--- src/hdl/rdmc_pkg.sv ---
// Shared types, register map, command/status bundles and helper functions of the maze carver.
`default_nettype none

package rdmc_pkg;

    localparam int unsigned DEF_MAX_SIDE = 32;
    localparam int unsigned GRID_SIDE_W  = 6;
    localparam int unsigned SIDE_W       = GRID_SIDE_W + 1;
    localparam int unsigned XY_W         = 5;
    localparam int unsigned RAND_W       = 16;
    localparam int unsigned WALL_W       = 4;
    localparam int unsigned APB_ADDR_W   = 3;
    localparam int unsigned APB_DATA_W   = 32;

    localparam logic [0:0]             REG_GRID_SIDE = 1'b0;
    localparam logic [GRID_SIDE_W-1:0] GRID_SIDE_RST = 6'd25;
    localparam logic [WALL_W-1:0]      WALLS_CLOSED  = 4'hF;

    localparam logic [1:0] SLOT_W = 2'd0;
    localparam logic [1:0] SLOT_E = 2'd1;
    localparam logic [1:0] SLOT_N = 2'd2;
    localparam logic [1:0] SLOT_S = 2'd3;

    typedef enum logic
    {
        KIND_START = 1'b0,
        KIND_STEP  = 1'b1
    } kind_t;

    typedef enum logic [2:0]
    {
        ST_STARTED   = 3'd0,
        ST_CARVED    = 3'd1,
        ST_DEAD_END  = 3'd2,
        ST_EMPTY     = 3'd3,
        ST_BAD_START = 3'd4
    } status_t;

    typedef enum logic [1:0]
    {
        DIR_N = 2'd0,
        DIR_E = 2'd1,
        DIR_S = 2'd2,
        DIR_W = 2'd3
    } dir_t;

    typedef struct packed
    {
        kind_t             kind;
        logic [XY_W-1:0]   start_x;
        logic [XY_W-1:0]   start_y;
        logic [RAND_W-1:0] random_value;
    } item_t;

    typedef struct packed
    {
        status_t           status;
        logic [XY_W-1:0]   cell_x;
        logic [XY_W-1:0]   cell_y;
        logic [XY_W-1:0]   next_x;
        logic [XY_W-1:0]   next_y;
        dir_t              direction;
        logic [WALL_W-1:0] cell_walls;
        logic [WALL_W-1:0] next_walls;
        logic              done_res;
    } result_t;

    typedef struct packed
    {
        logic take_item;
        logic do_start;
        logic do_pop;
        logic sweep;
        logic rd_cur;
        logic rd_ew;
        logic rd_s;
        logic pick;
        logic wr_cur;
        logic wr_nxt;
        logic load_out;
    } ctrl_cmd_t;

    typedef struct packed
    {
        logic is_start;
        logic start_ok;
        logic stack_empty;
        logic sweep_last;
        logic out_free;
    } ctrl_sts_t;

    function automatic dir_t slot_dir(input logic [1:0] slot);
        dir_t d;
        case (slot)
            SLOT_W:  d = DIR_W;
            SLOT_E:  d = DIR_E;
            SLOT_N:  d = DIR_N;
            SLOT_S:  d = DIR_S;
            default: d = DIR_N;
        endcase
        return d;
    endfunction

    function automatic logic [WALL_W-1:0] keep_next(input dir_t d);
        logic [WALL_W-1:0] k;
        case (d)
            DIR_N:   k = 4'b1101;
            DIR_E:   k = 4'b1110;
            DIR_S:   k = 4'b0111;
            DIR_W:   k = 4'b1011;
            default: k = WALLS_CLOSED;
        endcase
        return k;
    endfunction

    function automatic logic [WALL_W-1:0] keep_cur(input dir_t d);
        logic [WALL_W-1:0] k;
        case (d)
            DIR_N:   k = 4'b0111;
            DIR_E:   k = 4'b1011;
            DIR_S:   k = 4'b1101;
            DIR_W:   k = 4'b1110;
            default: k = WALLS_CLOSED;
        endcase
        return k;
    endfunction

    function automatic logic [1:0] mod3(input logic [RAND_W-1:0] v);
        logic [4:0] s;
        logic [2:0] t;
        logic [2:0] u;
        s = '0;
        for (int i = 0; i < RAND_W / 2; i++)
        begin
            s = s + 5'(v[2*i +: 2]);
        end
        t = 3'(s[1:0]) + 3'(s[3:2]) + 3'(s[4]);
        u = 3'(t[1:0]) + 3'(t[2]);
        if (u >= 3'd3)
        begin
            u = u - 3'd3;
        end
        return u[1:0];
    endfunction

endpackage

`default_nettype wire

--- src/hdl/rdmc_ctrl.sv ---
// Sequencing state machine of the maze carver.
`default_nettype none

module rdmc_ctrl
(
    input  wire logic                  clk,
    input  wire logic                  rst_n,
    input  wire logic                  item_valid,
    output logic                       item_ready,
    input  wire rdmc_pkg::ctrl_sts_t   sts,
    output rdmc_pkg::ctrl_cmd_t        cmd
);
    import rdmc_pkg::*;

    typedef enum logic [9:0]
    {
        S_INIT   = 10'b0000000001,
        S_IDLE   = 10'b0000000010,
        S_CLEAR  = 10'b0000000100,
        S_CUR    = 10'b0000001000,
        S_RD1    = 10'b0000010000,
        S_RD2    = 10'b0000100000,
        S_PICK   = 10'b0001000000,
        S_WR_CUR = 10'b0010000000,
        S_WR_NXT = 10'b0100000000,
        S_DONE   = 10'b1000000000
    } state_t;

    state_t state_reg;
    state_t state_next;

    always_comb
    begin
        state_next = state_reg;
        cmd        = '0;
        item_ready = 1'b0;
        case (state_reg)
            S_INIT:
            begin
                cmd.sweep = 1'b1;
                if (sts.sweep_last)
                begin
                    state_next = S_IDLE;
                end
            end
            S_IDLE:
            begin
                item_ready = 1'b1;
                if (item_valid)
                begin
                    cmd.take_item = 1'b1;
                    if (sts.is_start)
                    begin
                        if (sts.start_ok)
                        begin
                            cmd.do_start = 1'b1;
                            state_next   = S_CLEAR;
                        end
                        else
                        begin
                            state_next = S_DONE;
                        end
                    end
                    else if (sts.stack_empty)
                    begin
                        state_next = S_DONE;
                    end
                    else
                    begin
                        cmd.do_pop = 1'b1;
                        state_next = S_CUR;
                    end
                end
            end
            S_CLEAR:
            begin
                cmd.sweep = 1'b1;
                if (sts.sweep_last)
                begin
                    state_next = S_DONE;
                end
            end
            S_CUR:
            begin
                cmd.rd_cur = 1'b1;
                state_next = S_RD1;
            end
            S_RD1:
            begin
                cmd.rd_ew  = 1'b1;
                state_next = S_RD2;
            end
            S_RD2:
            begin
                cmd.rd_s   = 1'b1;
                state_next = S_PICK;
            end
            S_PICK:
            begin
                cmd.pick   = 1'b1;
                state_next = S_WR_CUR;
            end
            S_WR_CUR:
            begin
                cmd.wr_cur = 1'b1;
                state_next = S_WR_NXT;
            end
            S_WR_NXT:
            begin
                cmd.wr_nxt = 1'b1;
                state_next = S_DONE;
            end
            S_DONE:
            begin
                if (sts.out_free)
                begin
                    cmd.load_out = 1'b1;
                    state_next   = S_IDLE;
                end
            end
            default:
            begin
                state_next = S_INIT;
            end
        endcase
    end

    always_ff @(posedge clk or negedge rst_n)
    begin
        if (!rst_n)
        begin
            state_reg <= S_INIT;
        end
        else
        begin
            state_reg <= state_next;
        end
    end

endmodule

`default_nettype wire

--- config.mk ---
export PLATFORM = sky130hd
export DESIGN_NAME = rdmc_ctrl
export DESIGN_NICKNAME = d
export VERILOG_FILES = /design/src/hdl/rdmc_pkg.sv /design/src/hdl/rdmc_ctrl.sv
export SDC_FILE = /design/constraint.sdc
export NUM_CORES = 1
export LEC_CHECK = 0
export BUFFER_PORTS_ARGS = -buffer_cell sky130_fd_sc_hd__buf_2
export CAP_MARGIN = 20
export CORE_MARGIN = 1.5
export CORE_UTILIZATION = 47
export CTS_CLUSTER_SIZE = 8
export DETAILED_ROUTE_END_ITERATION = 12
export PLACE_DENSITY = 0.73
export SETUP_SLACK_MARGIN = 0.15
export SKIP_LAST_GASP = 1
export SYNTH_ARGS = -nofsm -noshare
export SYNTH_HDL_FRONTEND = slang
export SYNTH_SLANG_ARGS = --single-unit
export TNS_END_PERCENT = 1
--- constraint.sdc ---
create_clock -name clk -period 2 [get_ports clk]
set_clock_uncertainty 0.05 [all_clocks]
set_input_delay 0.3 -clock clk [delete_from_list [all_inputs] [get_ports clk]]
set_output_delay 0.3 -clock clk [all_outputs]
set_load 0.005 [all_outputs]
# Yosys cells after proc, flatten, opt, wreduce, memory -nomap -nowiden
# Index checks and enable logic that the tools add are counted.
[totals]
regBits = 10
in_bits = 8
out_inout_bits = 12
wordCells = 41
[op_classes]
eq_ne = 14
n_mux = 24
n_reduce_logical = 2
[ops]
columns = ["cell", "n"]
rows = [
  ["$pmux 10 s10", 1],
  ["$mux 10", 7],
  ["$mux 1", 14],
  ["$eq 10x1->1 const B", 1],
  ["$eq 10x10->1 const B", 1],
  ["$eq 10x2->1 const B", 1],
  ["$eq 10x3->1 const B", 1],
  ["$eq 10x4->1 const B", 1],
  ["$eq 10x5->1 const B", 1],
  ["$eq 10x6->1 const B", 1],
  ["$eq 10x7->1 const B", 1],
  ["$eq 10x8->1 const B", 1],
  ["$eq 10x9->1 const B", 1],
  ["$ne 2x2->1 const B", 4],
  ["$mux 3", 2],
  ["$reduce_and 4->1", 1],
  ["$reduce_or 2->1", 1],
]

# Logic depth before layout (Yosys ltp)
[logic_depth]
ltp_word = 4
depth_mapped = 6
mapped_depth_nobuf = 5

# Least setup slack after synthesis
# OpenSTA, ideal clock, no wires.
[synth_timing]
path_type = "reg-to-reg"
startpoint = "register state_reg[5]"
endpoint = "register state_reg[2]"
setup_ps = 125
arrival_ps = 1626
required_time_ps = 1825
slack_ps = 199
stages_incl_launch_ff = 6
path_buffers = 1
period_less_slack_ps = 1801
cell_sequence = "dfrtp_1 buf_6 nor4_4 nand4_1 o32ai_4 mux2_4"
[synth_via]
elab_chain_cells = 3
elab_cells_between_ends = 16
cone_classes = "eq/ne (14); mux (1); reduce/logical (1)"
[synth_lines]
columns = ["element", "line_no", "text"]
rows = [
  ["start, declared", "rdmc_ctrl.sv:29", "state_t state_reg;"],
  ["start signal, assigned", "rdmc_ctrl.sv:136", "state_reg <= state_next;"],
  ["$eq 10x1->1, or another cell as far along", "rdmc_ctrl.sv:37", "case (state_reg)"],
  ["$ne 2x2->1 (no source line)", "-", ""],
  ["$reduce_and 4->1 (no source line)", "-", ""],
]
# Parallel ways exist; a longest one is shown, timed or not.
# A chain may end at the register's enable or synchronous reset.

==> results.toml <==
[clock_network]
worstSkewPairLatency_ps = 270
clock_sinks = 10
cts_tree = "built"
htreeDepth = 1
clockRootBuffer = "clkbuf_4"
clockBufferDepth = 2
clkTransAtPathRegs_ps = 80
cts_buffers = 3

[grt]
antenna_found_initial = 0
overflow = 0
grt-busiest-layer = "met2"
met3_usage_pct = 6.09
grt_util_met1_pct = 32.9
grt_max_degree = 11
track_usage_pct = 25.3
grt_pass1_wl_um = 3420
grt_pass1_vias = 734
grt_util_met2_pct = 40.0

[detailed_routing]
wl_per_cell_um = 16.9
drt-pass1-iter-count = 4
num_vias = 805
totalWireLength_um = 2150
drt_iter0_markers = 46
drtAntennaViolNets = 0
via_per_inst = 6.34
route.detailed.drc = 0

[sta]
fin_crit_ps = 1990
setup_viol = 0
rsz0062_at_grt = "true"
hold_slack_ps = 169
slew_viol_final = 0
fmax_mhz = 504
finalWorstSetupSlack_ps = 14.3
tightest_slew_ps = 400
slew_headroom_pct = 73.2
fin_crit_sh_pct = 99.3
hold_viol_final = 0

[logic_synthesis]
synth_edf_count = 0
seq_area_frac_synth_pct = 35.8
avgSynthCellArea_um2 = 9.13
synth_common_cells = "dfrtp_1 (9), nor2_1 (9), nor4_1 (7)"
synthFlopType = "dfrtp_1"
synth_cell_types = 33
netlist_instances = 77
syn_area_um2 = 703
synth_area_leaders = "dfrtp_1 (32%), nor4_1 (6.2%), nor2_1 (4.8%)"
synth_top_cell_area_share_pct = 32.0
synthDominantAreaCellType = "dfrtp_1"
synth_fp_nets = 85
ys_ff_latch = 10
synth_warnings = 0
synth-async-reset-ratio_pct = 100

[placement]
portBuffers = 19
place.gp.congestion = 0.850
dp_hpwl_um = 1330
place_ws_ps = 126
dp.cells = 112

[worst_setup_path]
critPathMaxFanout = 5
end_kind = "output pin"
slowest_delay_ps = 480
worst_ep_required_time_ps = 1650
reg2reg_from = "state_reg[4]"
worstReg2RegEnd = "state_reg[3]"
cpMaxStageDelayCell = "dfrtp_2"
setup.worst_path.start = "state_reg[3]"
crit_path_start_kind = "register"
arrival_ps = 1640
cp_cell_sequence = "nor3_4 -> nand3b_1 -> nor4_1 -> buf_2"
cp-endpoint = "cmd[2]"
rr_worst_depth = 8
crit_type = "register to output pin"
rrSetupSlack_ps = 30

[die]
die_h_um = 41.7
start_util_pct = 52.1
num_rows = 13
die_w_um = 41.7
die_area_um2 = 1740
top_level_ports = 20
core_um2 = 1350

[outcome]
status = "finished clean"

[pwr]
p_sw_share_pct = 40.6
peakVddDrop_mv = 0.618
comb_power_share_pct = 50.6
p_sw_mw = 0.419
leakagePower_nw = 0.503
seq_power_share_pct = 30.9
intPower_mw = 0.614
finalPower_mw = 1.03
p_per_area_nw_per_um2 = 1010
p_clk_share_pct = 18.5

[cells_and_area]
area_growth_pct = 44.8
drive_gt1_share_pct = 55.4
fillCellCount = 95
post-route-util_pct = 75.4
finalNetCount = 121
num_antenna_cells = 0
largest_register_ffs = 10
fin_cells = 127

[run]
cap_violations = 0

[worst_hold_path]
hold_class = "primary input to register"
-- layout by cell type (no fill, tap or decap), drive strengths merged, types with 2 or more instances in the layout --
master and n:
o22ai 2, xor2 3, clkbuf 4, nand2 4, inv 7, nand4 3, nor4 8, nand3 2
nor2 9, nor4b 3, nor3 5, and3 2, buf 34, nand2b 2, dfrtp 9
-- area by class of cell --
cell class / instances / area (µm²) / area share, %
inverter: 7 / 26.3 / 2.58
timing repair buffer: 35 / 221 / 21.7
sequential: 10 / 256 / 25.2
clock buffer: 4 / 36.3 / 3.56
tap: 15 / 18.8 / 1.84
multi-input combinational: 56 / 459 / 45.1
-- stage by stage --
step	cell area, µm²	TNS (ps)
global route	1020	-518
CTS	945	-6.42
global placement	826	0
floorplan	703	0
detailed placement	826	0
finish	1020	0
-- worst min-delay path by stage --
stage / start / endpoint / slack [ps] / cells past startpoint
CTS: sts[2] / state_reg[3] / 160 / 2
global route: sts[2] / state_reg[3] / 170 / 2
floorplan: rst_n / state_reg[1] / -50 / 0
global placement: rst_n / state_reg[5] / 120 / 1
detailed placement: rst_n / state_reg[5] / 130 / 1
finish: sts[2] / state_reg[3] / 170 / 2
-- kinds of logic after synthesis --
kind of cell | Yosys count | share of synthesized area [%]
AND/OR/NAND/NOR | 42 | 36.8
flip-flops | 10 | 35.8
multiplexers | 2 | 3.56
XOR/XNOR | 3 | 3.74
buffers and inverters | 11 | 7.83
AO/OA/AOI/OAI | 9 | 12.3
-- power groups by stage --
stage | clock [mW] | combinational (mW) | sequential [mW]
final | 0.191 | 0.522 | 0.319
after CTS | 0.192 | 0.452 | 0.306
after floorplan | 0 | 0.302 | 0.263
after global routing | 0.198 | 0.565 | 0.328
after detailed placement | 0 | 0.390 | 0.306
after global placement | 0 | 0.386 | 0.299
-- critical path: cells and delay by family (launching register included) --
kind | cells | cell delay [ps]
buffers and inverters | 1 | 150
flip-flops | 1 | 480
AND/OR/NAND/NOR | 3 | 720
-- layer usage --
layer	routed length [µm]	part of all wire, %
met5	0	0
met1	856	40
met4	41	1.9
met3	146	6.8
met2	1100	51
-- repair_timing --
action | 4_1_cts | 5_1_grt
endpoints found under the setup margin | 13 | 15
resized for setup | 5 | 12
cloned | 0 | 0
hold buffers | 1 | 0
setup buffers | 7 | 3
endpoints found under the hold margin | 9 | 0
pin swaps | 2 | 3
(Power assumes the default switching activity.)
